`config.mk`:
```
export PLATFORM = sky130hd
export DESIGN_NAME = label_vote_fusion_overlap
export DESIGN_NICKNAME = d
export VERILOG_FILES = /design/src/hw/rtl/lvfo_pkg.sv /design/src/hw/rtl/lvfo_front.sv /design/src/hw/rtl/lvfo_queue.sv /design/src/hw/rtl/lvfo_back.sv /design/src/hw/rtl/label_vote_fusion_overlap.sv
export SDC_FILE = /design/constraint.sdc
export NUM_CORES = 1
export LEC_CHECK = 0
export BUFFER_PORTS_ARGS = -buffer_cell sky130_fd_sc_hd__buf_2
export CELL_PAD_IN_SITES_DETAIL_PLACEMENT = 1
export CELL_PAD_IN_SITES_GLOBAL_PLACEMENT = 1
export CORE_AREA = 2 2 258 260
export DETAILED_ROUTE_END_ITERATION = 10
export DIE_AREA = 0 0 260 262
export PLACE_DENSITY_LB_ADDON = 0.1
export SLEW_MARGIN = 5
export SYNTH_ARGS = -nofsm -noshare
export SYNTH_HDL_FRONTEND = slang
export SYNTH_HIERARCHICAL = 1
export SYNTH_SLANG_ARGS = --single-unit
```
`constraint.sdc`:
```
create_clock -name clock -period 34.3 [get_ports clock]
set_clock_uncertainty 0.1 [all_clocks]
set_input_delay 1.715 -clock clock [delete_from_list [all_inputs] [get_ports clock]]
set_output_delay 1.715 -clock clock [all_outputs]
set_load 0.01 [all_outputs]
```
`src/hw/rtl/lvfo_pkg.sv`:
```
`default_nettype none

package lvfo_pkg;

   // Largest number of classes in one voxel's count vector.
   localparam int MAX_CLASSES = 256;

   // Reset values of the configuration registers.
   localparam logic [7:0] RATERS_RESET = 8'd2;
   localparam logic [8:0] CLASSES_RESET = 9'd3;

   // The overlap ratio is a Q16 value: one is 2^16.
   localparam int OVERLAP_FRAC = 16;
   localparam logic [16:0] OVERLAP_ONE = 17'h10000;

   // The divider makes one quotient bit per cycle.
   localparam int DIV_STEPS = OVERLAP_FRAC;
   localparam int DIV_CNT_W = $clog2(DIV_STEPS);

   // Global totals saturate at the top of their range.
   localparam logic [47:0] TOTAL_MAX = 48'hFFFF_FFFF_FFFF;

   // Depth of the voxel queue between the front and back parts.
   localparam int QUEUE_DEPTH = 2;
   localparam int QUEUE_PTR_W = $clog2(QUEUE_DEPTH);
   localparam int QUEUE_CNT_W = $clog2(QUEUE_DEPTH + 1);

   // Configuration register indexes.
   typedef enum logic [1:0] {
      CSR_NUM_RATERS   = 2'd0,
      CSR_NUM_CLASSES  = 2'd1,
      CSR_CLEAR_TOTALS = 2'd2
   } csr_index_type;

   // Live configuration seen by the front part.
   typedef struct packed {
      logic [7:0] raters;
      logic [8:0] classes;
   } cfg_type;

   // One finished voxel as handed from the front part to the back part.
   typedef struct packed {
      logic        found;
      logic [7:0]  index;
      logic [22:0] inter;
      logic [22:0] union_sum;
   } voxel_type;

   // One result word.
   typedef struct packed {
      logic        majority_valid;
      logic [7:0]  majority_index;
      logic [22:0] voxel_intersection;
      logic [22:0] voxel_union;
      logic [16:0] voxel_overlap;
      logic [47:0] total_intersection;
      logic [47:0] total_union;
   } result_type;

   // Back part sequencer states.
   typedef enum logic [1:0] {
      BACK_IDLE,
      BACK_DIVIDE,
      BACK_DONE
   } back_state_type;

   // Number of rater pairs among k raters: k choose two.
   function automatic logic [14:0] pairs(input logic [7:0] k);
      logic [15:0] prod;
      prod = 16'(k) * 16'(k - 8'd1);
      return prod[15:1];
   endfunction

endpackage

`default_nettype wire

```
`src/hw/rtl/lvfo_front.sv`:
```
`default_nettype none

module lvfo_front (
   input  wire logic              clock,
   input  wire logic              reset,
   input  wire lvfo_pkg::cfg_type cfg,
   input  wire logic              accept,
   input  wire logic [7:0]        vote_count,
   output lvfo_pkg::voxel_type    push_word,
   output logic                   push
);

   logic [7:0]  pos_ff, pos_in;
   logic [7:0]  best_count_ff, best_count_in;
   logic [7:0]  best_class_ff, best_class_in;
   logic        best_found_ff, best_found_in;
   logic [22:0] inter_ff, inter_in;
   logic [22:0] union_ff, union_in;

   logic [7:0]  vote;
   logic [8:0]  classes_eff;
   logic [14:0] union_term;
   logic        better;
   logic        last;
   logic [22:0] inter_sum;
   logic [22:0] union_sum;

   // Clamp the count to the rater count and the class count to its legal range.
   always_comb begin
      vote = (vote_count > cfg.raters) ? cfg.raters : vote_count;
      if (cfg.classes == 9'd0) begin
         classes_eff = 9'd1;
      end else if (cfg.classes > 9'(lvfo_pkg::MAX_CLASSES)) begin
         classes_eff = 9'(lvfo_pkg::MAX_CLASSES);
      end else begin
         classes_eff = cfg.classes;
      end
   end

   // Pair counts for this class and the running sums that include it.
   always_comb begin
      union_term = lvfo_pkg::pairs(cfg.raters) - lvfo_pkg::pairs(cfg.raters - vote);
      inter_sum  = inter_ff + 23'(lvfo_pkg::pairs(vote));
      union_sum  = union_ff + 23'(union_term);
      better     = vote > best_count_ff;
      last       = ({1'b0, pos_ff} + 9'd1) >= classes_eff;
   end

   // Hand the finished voxel to the queue on its last class.
   always_comb begin
      push                = accept && last;
      push_word.found     = best_found_ff || better;
      push_word.index     = better ? pos_ff : best_class_ff;
      push_word.inter     = inter_sum;
      push_word.union_sum = union_sum;
   end

   // Update the running voxel state, starting over after the last class.
   always_comb begin
      pos_in        = pos_ff;
      best_count_in = best_count_ff;
      best_class_in = best_class_ff;
      best_found_in = best_found_ff;
      inter_in      = inter_ff;
      union_in      = union_ff;
      if (accept) begin
         if (last) begin
            pos_in        = 8'd0;
            best_count_in = 8'd0;
            best_class_in = 8'd0;
            best_found_in = 1'b0;
            inter_in      = 23'd0;
            union_in      = 23'd0;
         end else begin
            pos_in   = pos_ff + 8'd1;
            inter_in = inter_sum;
            union_in = union_sum;
            if (better) begin
               best_count_in = vote;
               best_class_in = pos_ff;
               best_found_in = 1'b1;
            end
         end
      end
   end

   always_ff @(posedge clock) begin
      if (reset) begin
         pos_ff        <= 8'd0;
         best_count_ff <= 8'd0;
         best_class_ff <= 8'd0;
         best_found_ff <= 1'b0;
         inter_ff      <= 23'd0;
         union_ff      <= 23'd0;
      end else begin
         pos_ff        <= pos_in;
         best_count_ff <= best_count_in;
         best_class_ff <= best_class_in;
         best_found_ff <= best_found_in;
         inter_ff      <= inter_in;
         union_ff      <= union_in;
      end
   end

endmodule

`default_nettype wire

```
`src/hw/rtl/lvfo_queue.sv`:
```
`default_nettype none

module lvfo_queue (
   input  wire logic                clock,
   input  wire logic                reset,
   input  wire logic                push,
   input  wire lvfo_pkg::voxel_type push_word,
   input  wire logic                pop,
   output lvfo_pkg::voxel_type      head,
   output logic                     empty,
   output logic                     full
);

   lvfo_pkg::voxel_type entry_ff [lvfo_pkg::QUEUE_DEPTH];

   logic [lvfo_pkg::QUEUE_PTR_W-1:0] wr_ptr_ff, wr_ptr_in;
   logic [lvfo_pkg::QUEUE_PTR_W-1:0] rd_ptr_ff, rd_ptr_in;
   logic [lvfo_pkg::QUEUE_CNT_W-1:0] count_ff, count_in;
   logic                             do_push;
   logic                             do_pop;

   always_comb begin
      empty   = count_ff == lvfo_pkg::QUEUE_CNT_W'(0);
      full    = count_ff == lvfo_pkg::QUEUE_CNT_W'(lvfo_pkg::QUEUE_DEPTH);
      head    = entry_ff[rd_ptr_ff];
      do_push = push && !full;
      do_pop  = pop && !empty;
   end

   // Pointers wrap at the queue depth.
   always_comb begin
      wr_ptr_in = wr_ptr_ff;
      rd_ptr_in = rd_ptr_ff;
      count_in  = count_ff;
      if (do_push) begin
         wr_ptr_in = (wr_ptr_ff == lvfo_pkg::QUEUE_PTR_W'(lvfo_pkg::QUEUE_DEPTH - 1)) ?
                     '0 : wr_ptr_ff + 1'b1;
      end
      if (do_pop) begin
         rd_ptr_in = (rd_ptr_ff == lvfo_pkg::QUEUE_PTR_W'(lvfo_pkg::QUEUE_DEPTH - 1)) ?
                     '0 : rd_ptr_ff + 1'b1;
      end
      if (do_push && !do_pop) begin
         count_in = count_ff + lvfo_pkg::QUEUE_CNT_W'(1);
      end else if (do_pop && !do_push) begin
         count_in = count_ff - lvfo_pkg::QUEUE_CNT_W'(1);
      end
   end

   always_ff @(posedge clock) begin
      if (reset) begin
         wr_ptr_ff <= '0;
         rd_ptr_ff <= '0;
         count_ff  <= '0;
      end else begin
         wr_ptr_ff <= wr_ptr_in;
         rd_ptr_ff <= rd_ptr_in;
         count_ff  <= count_in;
      end
   end

   // Entry storage holds payload only.
   always_ff @(posedge clock) begin
      if (do_push) begin
         entry_ff[wr_ptr_ff] <= push_word;
      end
   end

endmodule

`default_nettype wire

```
`src/hw/rtl/lvfo_back.sv`:
```
`default_nettype none

module lvfo_back (
   input  wire logic                clock,
   input  wire logic                reset,
   input  wire logic                q_empty,
   input  wire lvfo_pkg::voxel_type q_head,
   output logic                     q_pop,
   input  wire logic                clear_totals,
   input  wire logic                rsp_stall,
   output logic                     rsp_valid,
   output lvfo_pkg::result_type     rsp_word
);

   lvfo_pkg::back_state_type state_ff, state_in;

   lvfo_pkg::voxel_type              cur_ff;
   logic [22:0]                      rem_ff;
   logic [16:0]                      ov_ff;
   logic [lvfo_pkg::DIV_CNT_W-1:0]   cnt_ff;
   logic [47:0]                      total_i_ff, total_i_in;
   logic [47:0]                      total_u_ff, total_u_in;
   logic                             rsp_valid_ff, rsp_valid_in;
   lvfo_pkg::result_type             rsp_word_ff;

   logic        div_step;
   logic        load_out;
   logic        need_div;
   logic        last_step;
   logic [23:0] rem_shift;
   logic        rem_ge;
   logic [48:0] sum_i;
   logic [48:0] sum_u;

   // A division runs only when the union is nonzero and the intersection lies below it.
   always_comb begin
      need_div  = (q_head.union_sum != 23'd0) && (q_head.inter < q_head.union_sum);
      last_step = cnt_ff == lvfo_pkg::DIV_CNT_W'(lvfo_pkg::DIV_STEPS - 1);
      rem_shift = {rem_ff, 1'b0};
      rem_ge    = rem_shift >= {1'b0, cur_ff.union_sum};
   end

   // Next state.
   always_comb begin
      state_in = state_ff;
      unique case (state_ff)
         lvfo_pkg::BACK_IDLE: begin
            if (!q_empty) begin
               state_in = need_div ? lvfo_pkg::BACK_DIVIDE : lvfo_pkg::BACK_DONE;
            end
         end
         lvfo_pkg::BACK_DIVIDE: begin
            if (last_step) begin
               state_in = lvfo_pkg::BACK_DONE;
            end
         end
         lvfo_pkg::BACK_DONE: begin
            if (!rsp_valid_ff || !rsp_stall) begin
               state_in = lvfo_pkg::BACK_IDLE;
            end
         end
         default: state_in = lvfo_pkg::BACK_IDLE;
      endcase
   end

   // Sequencer outputs.
   always_comb begin
      q_pop    = 1'b0;
      div_step = 1'b0;
      load_out = 1'b0;
      unique case (state_ff)
         lvfo_pkg::BACK_IDLE:   q_pop    = !q_empty;
         lvfo_pkg::BACK_DIVIDE: div_step = 1'b1;
         lvfo_pkg::BACK_DONE:   load_out = !rsp_valid_ff || !rsp_stall;
         default: ;
      endcase
   end

   // Saturating global totals, updated when a voxel is taken from the queue; a clear write wins.
   always_comb begin
      sum_i      = {1'b0, total_i_ff} + 49'(q_head.inter);
      sum_u      = {1'b0, total_u_ff} + 49'(q_head.union_sum);
      total_i_in = total_i_ff;
      total_u_in = total_u_ff;
      if (clear_totals) begin
         total_i_in = 48'd0;
         total_u_in = 48'd0;
      end else if (q_pop) begin
         total_i_in = sum_i[48] ? lvfo_pkg::TOTAL_MAX : sum_i[47:0];
         total_u_in = sum_u[48] ? lvfo_pkg::TOTAL_MAX : sum_u[47:0];
      end
   end

   // The output register takes a new word when it is empty or being drained.
   always_comb begin
      rsp_valid_in = load_out || (rsp_valid_ff && rsp_stall);
   end

   always_ff @(posedge clock) begin
      if (reset) begin
         state_ff     <= lvfo_pkg::BACK_IDLE;
         total_i_ff   <= 48'd0;
         total_u_ff   <= 48'd0;
         rsp_valid_ff <= 1'b0;
      end else begin
         state_ff     <= state_in;
         total_i_ff   <= total_i_in;
         total_u_ff   <= total_u_in;
         rsp_valid_ff <= rsp_valid_in;
      end
   end

   // Restoring divider: one quotient bit of I * 2^16 / U per cycle.
   always_ff @(posedge clock) begin
      if (q_pop) begin
         cur_ff <= q_head;
         rem_ff <= q_head.inter;
         cnt_ff <= '0;
         if (q_head.union_sum == 23'd0) begin
            ov_ff <= 17'd0;
         end else if (!need_div) begin
            ov_ff <= lvfo_pkg::OVERLAP_ONE;
         end else begin
            ov_ff <= 17'd0;
         end
      end else if (div_step) begin
         rem_ff <= rem_ge ? 23'(rem_shift - {1'b0, cur_ff.union_sum}) : rem_shift[22:0];
         ov_ff  <= {ov_ff[15:0], rem_ge};
         cnt_ff <= cnt_ff + 1'b1;
      end
   end

   // Result payload.
   always_ff @(posedge clock) begin
      if (load_out) begin
         rsp_word_ff.majority_valid     <= cur_ff.found;
         rsp_word_ff.majority_index     <= cur_ff.found ? cur_ff.index : 8'd0;
         rsp_word_ff.voxel_intersection <= cur_ff.inter;
         rsp_word_ff.voxel_union        <= cur_ff.union_sum;
         rsp_word_ff.voxel_overlap      <= ov_ff;
         rsp_word_ff.total_intersection <= total_i_ff;
         rsp_word_ff.total_union        <= total_u_ff;
      end
   end

   assign rsp_valid = rsp_valid_ff;
   assign rsp_word  = rsp_word_ff;

endmodule

`default_nettype wire

```
`src/hw/rtl/label_vote_fusion_overlap.sv`:
```
// A voxel's last class word pushes it into a two-voxel queue; the back part pops it when idle,
// runs the bit-serial divider unless the overlap needs no division (zero union, or intersection
// equal to union), and loads the result word into the output register. Input: one class word per
// cycle while the queue has room; the front part takes the next voxel while the back part works.
// Reset is synchronous: it clears the voxel state, the queue, the totals and the output,
// and loads num_raters = 2 and num_classes = 3; no clearing pass is needed.
`default_nettype none

module label_vote_fusion_overlap (
   input  wire logic        clock,
   input  wire logic        reset,

   input  wire logic        req_valid,
   output logic             req_stall,
   input  wire logic [7:0]  req_vote_count,

   output logic             rsp_valid,
   input  wire logic        rsp_stall,
   output logic             rsp_majority_valid,
   output logic [7:0]       rsp_majority_index,
   output logic [22:0]      rsp_voxel_intersection,
   output logic [22:0]      rsp_voxel_union,
   output logic [16:0]      rsp_voxel_overlap,
   output logic [47:0]      rsp_total_intersection,
   output logic [47:0]      rsp_total_union,

   input  wire logic        csr_valid,
   output logic             csr_ready,
   input  wire logic [1:0]  csr_index,
   input  wire logic [8:0]  csr_data
);

   logic [7:0] num_raters_ff, num_raters_in;
   logic [8:0] num_classes_ff, num_classes_in;
   logic       clear_totals;
   logic       csr_write;

   lvfo_pkg::cfg_type    cfg;
   lvfo_pkg::voxel_type  push_word;
   lvfo_pkg::voxel_type  q_head;
   lvfo_pkg::result_type rsp_word;
   logic                 push;
   logic                 q_pop;
   logic                 q_empty;
   logic                 q_full;
   logic                 req_accept;

   // Register writes are always taken.
   assign csr_ready = 1'b1;
   assign csr_write = csr_valid && csr_ready;

   // Register decode.
   always_comb begin
      num_raters_in  = num_raters_ff;
      num_classes_in = num_classes_ff;
      clear_totals   = 1'b0;
      if (csr_write) begin
         unique case (csr_index)
            lvfo_pkg::CSR_NUM_RATERS:   num_raters_in  = csr_data[7:0];
            lvfo_pkg::CSR_NUM_CLASSES:  num_classes_in = csr_data;
            lvfo_pkg::CSR_CLEAR_TOTALS: clear_totals   = csr_data[0];
            default: ;
         endcase
      end
   end

   always_ff @(posedge clock) begin
      if (reset) begin
         num_raters_ff  <= lvfo_pkg::RATERS_RESET;
         num_classes_ff <= lvfo_pkg::CLASSES_RESET;
      end else begin
         num_raters_ff  <= num_raters_in;
         num_classes_ff <= num_classes_in;
      end
   end

   assign cfg.raters  = num_raters_ff;
   assign cfg.classes = num_classes_ff;

   // Input is held off while the queue has no room for a voxel.
   assign req_stall  = q_full;
   assign req_accept = req_valid && !req_stall;

   lvfo_front u_front (
      .clock      (clock),
      .reset      (reset),
      .cfg        (cfg),
      .accept     (req_accept),
      .vote_count (req_vote_count),
      .push_word  (push_word),
      .push       (push)
   );

   lvfo_queue u_queue (
      .clock     (clock),
      .reset     (reset),
      .push      (push),
      .push_word (push_word),
      .pop       (q_pop),
      .head      (q_head),
      .empty     (q_empty),
      .full      (q_full)
   );

   lvfo_back u_back (
      .clock        (clock),
      .reset        (reset),
      .q_empty      (q_empty),
      .q_head       (q_head),
      .q_pop        (q_pop),
      .clear_totals (clear_totals),
      .rsp_stall    (rsp_stall),
      .rsp_valid    (rsp_valid),
      .rsp_word     (rsp_word)
   );

   assign rsp_majority_valid     = rsp_word.majority_valid;
   assign rsp_majority_index     = rsp_word.majority_index;
   assign rsp_voxel_intersection = rsp_word.voxel_intersection;
   assign rsp_voxel_union        = rsp_word.voxel_union;
   assign rsp_voxel_overlap      = rsp_word.voxel_overlap;
   assign rsp_total_intersection = rsp_word.total_intersection;
   assign rsp_total_union        = rsp_word.total_union;

`ifndef SYNTHESIS
   // A voxel is never handed to a full queue.
   assert property (@(posedge clock) disable iff (reset) push |-> !q_full)
      else $error("voxel pushed into a full queue");

   // A background voxel has no pairs at all.
   assert property (@(posedge clock) disable iff (reset)
      (rsp_valid && !rsp_majority_valid) |->
      (rsp_majority_index == 8'd0 && rsp_voxel_union == 23'd0 &&
       rsp_voxel_overlap == 17'd0))
      else $error("background result carries class or pair data");

   // Agreeing pairs are a subset of all pairs, so the ratio never exceeds one.
   assert property (@(posedge clock) disable iff (reset)
      rsp_valid |-> (rsp_voxel_intersection <= rsp_voxel_union &&
                     rsp_voxel_overlap <= lvfo_pkg::OVERLAP_ONE))
      else $error("overlap ratio out of range");
`endif

endmodule

`default_nettype wire

```
Word level (Yosys, flattened, before mapping)
Memories as Yosys holds them, arrays and structs flattened. A register that Yosys moved wholly into a read port is not among the register bits.
Cells that the tools add are included.
{ "word_totals": {"mem_count": 1, "rom_bits": 0, "elab_cells": 135, "reg_bits": 458, "latchBits": 0, "out_inout_bits": 171, "in_bits": 24, "ram_bits": 110} }
{ "mem_list": {"columns": ["memory", "depth", "word_bits", "rd", "rd_clocked_by_memory_dff", "wr", "line_no", "text"], "rows": [
  ["u_queue.entry_ff", 2, 55, 1, 1, 1, "lvfo_queue.sv:14", "lvfo_pkg::voxel_type entry_ff [lvfo_pkg::QUEUE_DEPTH];"]
]} }
{ "classes": {"n_eq_ne": 9, "n_bitwise": 0, "n_reduce_logical": 31, "addsub": 17, "muxes": 39, "n_shift": 0, "div_mod_pow": 0, "mul": 3, "order_cmp": 6} }
{ "op_table": {"columns": ["operator", "n"], "rows": [
  ["$mux 23", 5],
  ["$add 48x23->49", 2],
  ["$mux 48", 2],
  ["$mux 17", 4],
  ["$mul 8x16->16", 3],
  ["$mux 8", 6],
  ["$add 23x15->23", 2],
  ["$sub 8x1->9 const B", 3],
  ["$ge 24x23->1", 1],
  ["$logic_not 23->1", 1],
  ["$lt 23x23->1", 1],
  ["$reduce_bool 23->1", 1],
  ["$sub 23x23->23", 1],
  ["$mux 9", 2],
  ["$gt 8x8->1", 2],
  ["$sub 15x15->15", 1],
  ["$mux 1", 13],
  ["$mux 2", 6],
  ["$add 8x1->9 const B", 1],
  ["$ge 9x9->1", 1],
  ["$gt 9x9->1 const B", 1],
  ["$logic_not 9->1", 1],
  ["$add 8x1->8 const B", 1],
  ["$logic_and 1x1->1", 8],
  ["18 further kinds", 36]
]} }

Longest topological paths before layout
Gate-level depths: netlist of the first run.
{ "depth": {"ltp_word": 10, "mapped_depth": 55, "mapped_depth_nobuf": 51} }

By module
Netlist of the first run, hierarchy kept.
{ "modules_own_cells": {"columns": ["mod", "area_each_um2", "n_inst", "seq_area_each_um2", "cells_each"], "rows": [
  ["lvfo_back", 17070.1, 1, 9959.6, 1473],
  ["lvfo_front", 13048.8, 1, 1421.4, 1538],
  ["lvfo_queue", 4182.8, 1, 3403.3, 196],
  ["label_vote_fusion_overlap", 760.7, 1, 340.3, 74]
]} }

Worst setup path after synthesis of the first run
No wires, ideal clock.
{ "synth_path": {"path_type": "in2reg", "startpoint": "in req_vote_count[6]", "endpoint": "reg u_front.union_ff[22]", "required_time_ns": 34.130, "setup_ns": 0.070, "slack_ns": 21.722, "n_path_buf": 3, "arrival_ns": 12.408, "path_stages": 52, "cell_sequence": "ha_1 -> a21o_1 -> a21oi_2 -> o211ai_1 -> nand2_2 -> buf_6 -> nor2_1 -> a21oi_2 -> clkbuf_1 -> inv_1 -> ha_1 -> fa_1 -> nand2b_1 -> a21oi_2 -> a21o_1 -> a21o_1 -> xnor2_1 -> clkbuf_1 -> [16 not listed] -> o21ai_0 -> xnor2_1 -> ha_1 -> nand2_1 -> nor2_1 -> a21oi_1 -> o31ai_1 -> o21ai_1 -> nand2b_1 -> a21oi_1 -> xnor3_1 -> ha_1 -> or2_2 -> o31ai_1 -> a21oi_2 -> nand4_1 -> or3_1 -> a21oi_1"} }
{ "synth_between": {"elab_chain_len": 8} }
{ "synth_lines": {"columns": ["element", "line_no", "text"], "rows": [
  ["from (decl)", "label_vote_fusion_overlap.sv:15", "input wire logic [7:0] req_vote_count,"],
  ["$gt 8x8->1", "lvfo_front.sv:30", "vote = (vote_count > cfg.raters) ? cfg.raters : vote_count;"],
  ["$mux 8 *", "lvfo_front.sv:30", null],
  ["$sub 8x8->8 *", "lvfo_front.sv:42", "union_term = lvfo_pkg::pairs(cfg.raters) - lvfo_pkg::pairs(cfg.raters - vote);"],
  ["$sub 8x1->9", "lvfo_pkg.sv:70", "prod = 16'(k) * 16'(k - 8'd1);"],
  ["$mul 8x16->16 *", "lvfo_pkg.sv:70", null],
  ["$sub 15x15->15 *", "lvfo_front.sv:42", null],
  ["$add 23x15->23 *", "lvfo_front.sv:44", "union_sum = union_ff + 23'(union_term);"],
  ["$mux 23 *", "lvfo_front.sv:67", "if (last) begin"],
  ["to (signal assigned)", "lvfo_front.sv:101", "union_ff <= union_in;"],
  ["to (decl)", "lvfo_front.sv:18", "logic [22:0] union_ff, union_in;"]
]} }
Mark *: on every way between the ends. The rest lies on a longest branch, timed or not.
A chain may end at the register's enable or synchronous reset.

Worst setup path in the final report of the first run
Ends and elaborated chain as after synthesis.

==> flow_summary.ini, run 1 <==
[clock_network]
clk_pin_slew_worst_paths_ns = 0.06
cts-resized-gates = 0
cts_setup_buffers = 0
htreeDepth = 2
clk_latency_ns = 0.62
clk_path_buf_depth = 3
clockRootBuffer = clkbuf_16
cts_sinks = 569
tritoncts = yes
cts_inserted_buffers = 60
hold_buffers = 0

[detailed_routing]
routed_wl_mm = 98.7
vias = 25900
wl_per_cell_um = 22.5
route.detailed.drc = 0
via_per_inst = 5.90
drtPass1Iterations = 5
antenna_left = 0
drtIter0Drc = 1733

[worst_setup_path]
r2r-end = u_front/union_ff[22]
startpoint_type = primary input
critical_path_required_ns = 34.74
critPathArrivalTime_ns = 13.61
slowest_stage = mux2i_1
path_class = in -> reg
reg2reg_setup_slack_ns = 21.23
r2r-start = num_raters_ff[6]
cp_max_fo = 12
critPathMostFrequentCell = ha_1
worst_path_largest_cell_delay_ns = 0.93
r2r_cells = 46
worstSetupEndpointType = flip-flop

[placement]
post-place-ws_ns = 20.57
place_congestion = 0.930
hpwlAfterDp_mm = 74.6
placed_cell_area_um2 = 36900
portBuffers = 193

[synth]
synth-adder-area-share_pct = 19.5
syn_nets = 3770
ys_seq_elements = 569
synth-compound-area-share_pct = 11.8
syn_inst = 3281
synth_top_cell_by_area = edfxtp_1
muxShareOfSynthArea_pct = 3.35
yosysSeqAreaShare_pct = 43.1
yosysWarnings = 6
synth.area.top_cells = edfxtp_1 32%, ha_1 12%, dfxtp_1 11%
netlist_area_um2 = 35100
synth_edf_count = 373
yosys.area.top_type_share_pct = 31.9
ys_types = 105
syn_avg_cell_area_um2 = 10.7
synth-simple-area-share_pct = 12.5
async_reset_ff_share_pct = 0
synthTopCellsByCount = 373 x edfxtp_1, 330 x ha_1, 310 x inv_1
synth_top_family_by_area = adder cells
synth-xor-area-share_pct = 4.99
synth-main-ff-cell = edfxtp_1
yosysMostFrequentCell = edfxtp_1

[finish]
drive_gt1_share_pct = 13.5
final_area_um2 = 38800
antenna_cells = 0
fill_cells = 7104
syn_to_final_growth_pct = 10.8
nNetsFinal = 3954

[die]
io_pins = 195
die_area_um2 = 68100
coreArea_um2 = 65300
dieWidth_um = 260
rows = 94
initial_core_util_pct = 53.7
die_height_um = 262

[timing]
period_share_pct = 38.4
fmax_mhz = 75.9
setup_viol = 0
finalHoldViolCount = 0
slew_headroom_pct = 16.4
drv_slew = 0
tns_ns = 0
fin_ws_ns = 21.12
min_period_ns = 13.18
worst_pin_slew_ns = 1.25
rsz0062_at_grt = no

[global_routing]
grtUsageTotal_pct = 29.0
grt_pass1_vias = 28100
grt_overflow = 0
grt_max_degree = 79
antenna_found_initial = 0
grt_pass1_wl_mm = 155

[hold_path]
hp-start = u_back/cur_ff[25]
hold-path-endpoint = u_back/rsp_word[138]
hold_path_class = reg -> reg
hold_path_depth = 0

[run]
maxCapViolations = 0

[outcome]
status = finished clean
==> sequential cells by signal, indices dropped and copies added, names as in the netlist, 9 cells and up, named ones only <==
name,count
num_classes_ff,9
u_back/cur_ff,55
u_back/ov_ff,17
u_back/rem_ff,23
u_back/rsp_word,168
u_back/total_i_ff,48
u_back/total_u_ff,48
u_front/inter_ff,23
u_front/union_ff,23
u_queue/entry_ff,110
==> cells by family after synthesis <==
kind of cell    after synthesis
xor+xnor                    194
simple gates                873
mux                         108
compound gates              653
buf+inv                     418
flops                       569
other cells                   1
fa+ha+maj                   465
==> metrics by stage <==
| stage | instances | utilization (%) | hold slack [ns] |
|---|---|---|---|
| 2_1_floorplan | 3281 | - | 0.300 |
| 3_3_place_gp | 4267 | 56.5 | 0.303 |
| 3_5_place_dp | 4267 | 56.5 | 0.311 |
| 4_1_cts | 4379 | 59.5 | 0.326 |
| 5_1_grt | 4379 | 59.5 | 0.328 |
| 6_report | 4379 | 59.5 | 0.323 |
==> critical path, delay by kind of cell <==
| family | cells | cell delay, ns |
|---|---|---|
| buffers and inverters | 6 | 0.52 |
| muxes | 1 | 0.93 |
| xor gates and xnor gates | 3 | 0.89 |
| and+or+nand+nor | 11 | 2.61 |
| adders and majority gates | 11 | 4.72 |
| AOI/OAI and AO/OA | 14 | 2.23 |
==> routing by layer <==
metal | vias to the layer above | global-route usage, % | share of wire, %
li1 | 12000 | - | -
met1 | 13000 | 34.0 | 40
met2 | 617 | 53.7 | 52
met3 | 219 | 2.82 | 3.7
met4 | 0 | 12.7 | 4.3
met5 | - | 0 | 0
==> how the worst max path moves through the flow <==
stage / startpoint / to / slack (ns) / cells past startpoint
6_report: req_vote_count[6] / u_front/union_ff[22] / 21.12 / 46
5_1_grt: req_vote_count[6] / u_front/union_ff[22] / 20.38 / 46
4_1_cts: req_vote_count[6] / u_front/union_ff[22] / 21.14 / 46
3_5_place_dp: req_vote_count[6] / u_front/union_ff[22] / 20.57 / 46
3_3_place_gp: req_vote_count[6] / u_front/union_ff[22] / 21.10 / 46
2_1_floorplan: req_vote_count[6] / u_front/union_ff[22] / 21.72 / 52
==> cell type report <==
cell class,instances,area [um2],share of cell area (%)
clock buffers,83,1650,4.24
clock inverters,29,298,0.767
inverters,320,1200,3.10
multi-input cells,2294,18300,47.2
flip-flops and latches,569,15100,38.9
well taps,864,1080,2.78
repair buffers,220,1170,3.01
==> cell usage in the layout, fill, tap and decap left out, drive strengths merged, types with 12 or more instances in the layout <==
| cell | instances |
|---|---|
| nor3 | 64 |
| buf | 220 |
| mux2 | 63 |
| or2 | 39 |
| a211oi | 12 |
| nand3 | 68 |
| or3 | 23 |
| a21o | 60 |
| and3 | 40 |
| mux2i | 45 |
| nor2 | 257 |
| edfxtp | 373 |
| nor4 | 13 |
| nand2b | 67 |
| nor2b | 12 |
| clkinv | 22 |
| and2 | 41 |
| xnor2 | 109 |
| fa | 135 |
| xor2 | 83 |
| o21a | 15 |
| o21ai | 141 |
| clkbuf | 83 |
| a31oi | 26 |
| o21bai | 13 |
| nand2 | 175 |
| nand4 | 37 |
| dfxtp | 196 |
| a22oi | 23 |
| a21oi | 249 |
| a22o | 12 |
| inv | 320 |
| ha | 330 |
| o211ai | 16 |
| and4 | 15 |
Power of run 1 is not shown: default switching activity piles up to over one toggle a cycle in this logic, so the estimate is an artifact.
==> inputs of run 2 (changes only) <==
- CORE_AREA: 2 2 258 260 -> 2 2 283 285
- DIE_AREA: 0 0 260 262 -> 0 0 285 287
- clock period: 34.3 -> 10.9 ns (I/O delays scaled with it)
==> run 2 against run 1 <==
Effect of this change:
- global-route usage decreased by 5.5 points
- die area increased by 20%
- setup slack got worse by 21 ns
- hold slack got worse by 0.24 ns
- critical endpoint unchanged
- register-to-register slack got worse by 21 ns
- utilization decreased by 8.6 points
- critical path depth increased by 4
- routed wire length decreased by 1.6%
- non-clock buffer count increased by 51
==> flow_summary.ini, run 2 (synthesis gave the netlist of run 1 again) <==
[worst_setup_path]
slowest_stage = fa_1
startpoint_type = flip-flop
worst_path_largest_cell_delay_ns = 0.55
critPathArrivalTime_ns = 11.03
cp_max_fo = 5
critPathMostFrequentCell = a21oi_2
critical_path_required_ns = 11.36
path_class = reg -> reg
worstSetupEndpointType = flip-flop

[timing]
period_share_pct = 97.0
slew_headroom_pct = 13.0
worst_pin_slew_ns = 1.30
min_period_ns = 10.57
finalHoldViolCount = 0
setup_viol = 0
drv_slew = 0
hold_slack_ns = 0.0796
fmax_mhz = 94.6

[clock_network]
clockRootBuffer = clkbuf_16
htreeDepth = 3
clk_latency_ns = 0.63
cts_inserted_buffers = 66
clk_path_buf_depth = 3
cts_sinks = 569
tritoncts = yes
clk_pin_slew_worst_paths_ns = 0.06

[global_routing]
grtUsageTotal_pct = 23.4
antenna_found_initial = 0
grt_overflow = 0
grt_pass1_wl_mm = 151
grt_pass1_vias = 27300
grt_max_degree = 81

[finish]
nNetsFinal = 4011
syn_to_final_growth_pct = 14.1
layout_commonest_cell = edfxtp_1
antenna_cells = 0
largest_reg_flops = 168
fill_cells = 8484
final_cell_mix = 373 x edfxtp_1, 324 x ha_1, 307 x inv_1, 250 x nor2_1, 235 x a21oi_1
drive_gt1_share_pct = 16.2

[detailed_routing]
route.detailed.drc = 0
antenna_left = 0
vias = 25500
wl_per_cell_um = 21.0
via_per_inst = 5.51
drtIter0Drc = 1149
routed_wl_mm = 97.1
drtPass1Iterations = 5

[die]
die_height_um = 287
dieWidth_um = 285
initial_core_util_pct = 44.6
rows = 103
die_area_um2 = 81800
coreArea_um2 = 78600
io_pins = 195

[placement]
hpwlAfterDp_mm = 73.5
place_congestion = 0.878
portBuffers = 193

[run]
maxCapViolations = 0

[outcome]
status = finished clean

[hold_path]
hold_path_class = in -> reg
run 2: final cells by class:
cell class	count	area [um2]	share of cell area, %
multi-input cells	2294	18500	46.1
flip-flops and latches	569	15100	37.8
clock buffers	81	1780	4.45
repair buffers	271	1570	3.92
well taps	1050	1310	3.28
inverters	320	1210	3.01
clock inverters	41	556	1.39
run 2: per-layer routing:
layer	routed length, um	vias up	global-route usage, %	part of all wire (%)
li1	-	12100	-	-
met1	41000	12800	28.3	42
met2	49800	450	43.0	51
met3	3060	161	2.47	3.2
met4	3230	0	8.61	3.3
met5	0	-	0	0
run 2: worst max-delay path, delay by kind of cell (launching register included):
kind | cells | cell delay, ns
adders and majority gates | 11 | 4.29
buffers and inverters | 9 | 0.77
AOI/OAI and AO/OA | 15 | 2.08
DFF | 1 | 0.32
and+or+nand+nor | 12 | 2.34
xor gates and xnor gates | 3 | 0.64
run 2: what timing repair did:
| action | in CTS | in global routing |
|---|---|---|
| hold buffers | 0 | 0 |
| pin swaps | 0 | 21 |
| setup buffers | 2 | 9 |
| endpoints found under the setup margin | 1 | 30 |
| resized for setup | 0 | 31 |
run 2: per-stage QoR:
stage	worst slack, ns	setup TNS (ns)	area (um2)	utilization (%)	cells
CTS	0.00570	0	39800	50.6	4617
global placement	0.0261	0	37500	47.7	4493
finish	0.331	0	40000	50.9	4626
floorplan	0.0961	0	35100	-	3281
detailed placement	-0.246	-1.30	37500	47.7	4493
global route	-0.209	-1.16	40000	50.9	4626
run 2: worst paths after layout:
check | slack, ns | cells after the start | from | endpoint
hold / removal | 0.08 | 3 | csr_data[8] | num_classes_ff[8]
setup reg to reg | 0.33 | 50 | num_raters_ff[6] | u_front/union_ff[22]
setup / recovery | 0.33 | 50 | num_raters_ff[6] | u_front/union_ff[22]
hold reg to reg | 0.32 | 0 | u_back/cur_ff[25] | u_back/rsp_word[138]
Power of run 2 is left out for the same reason.
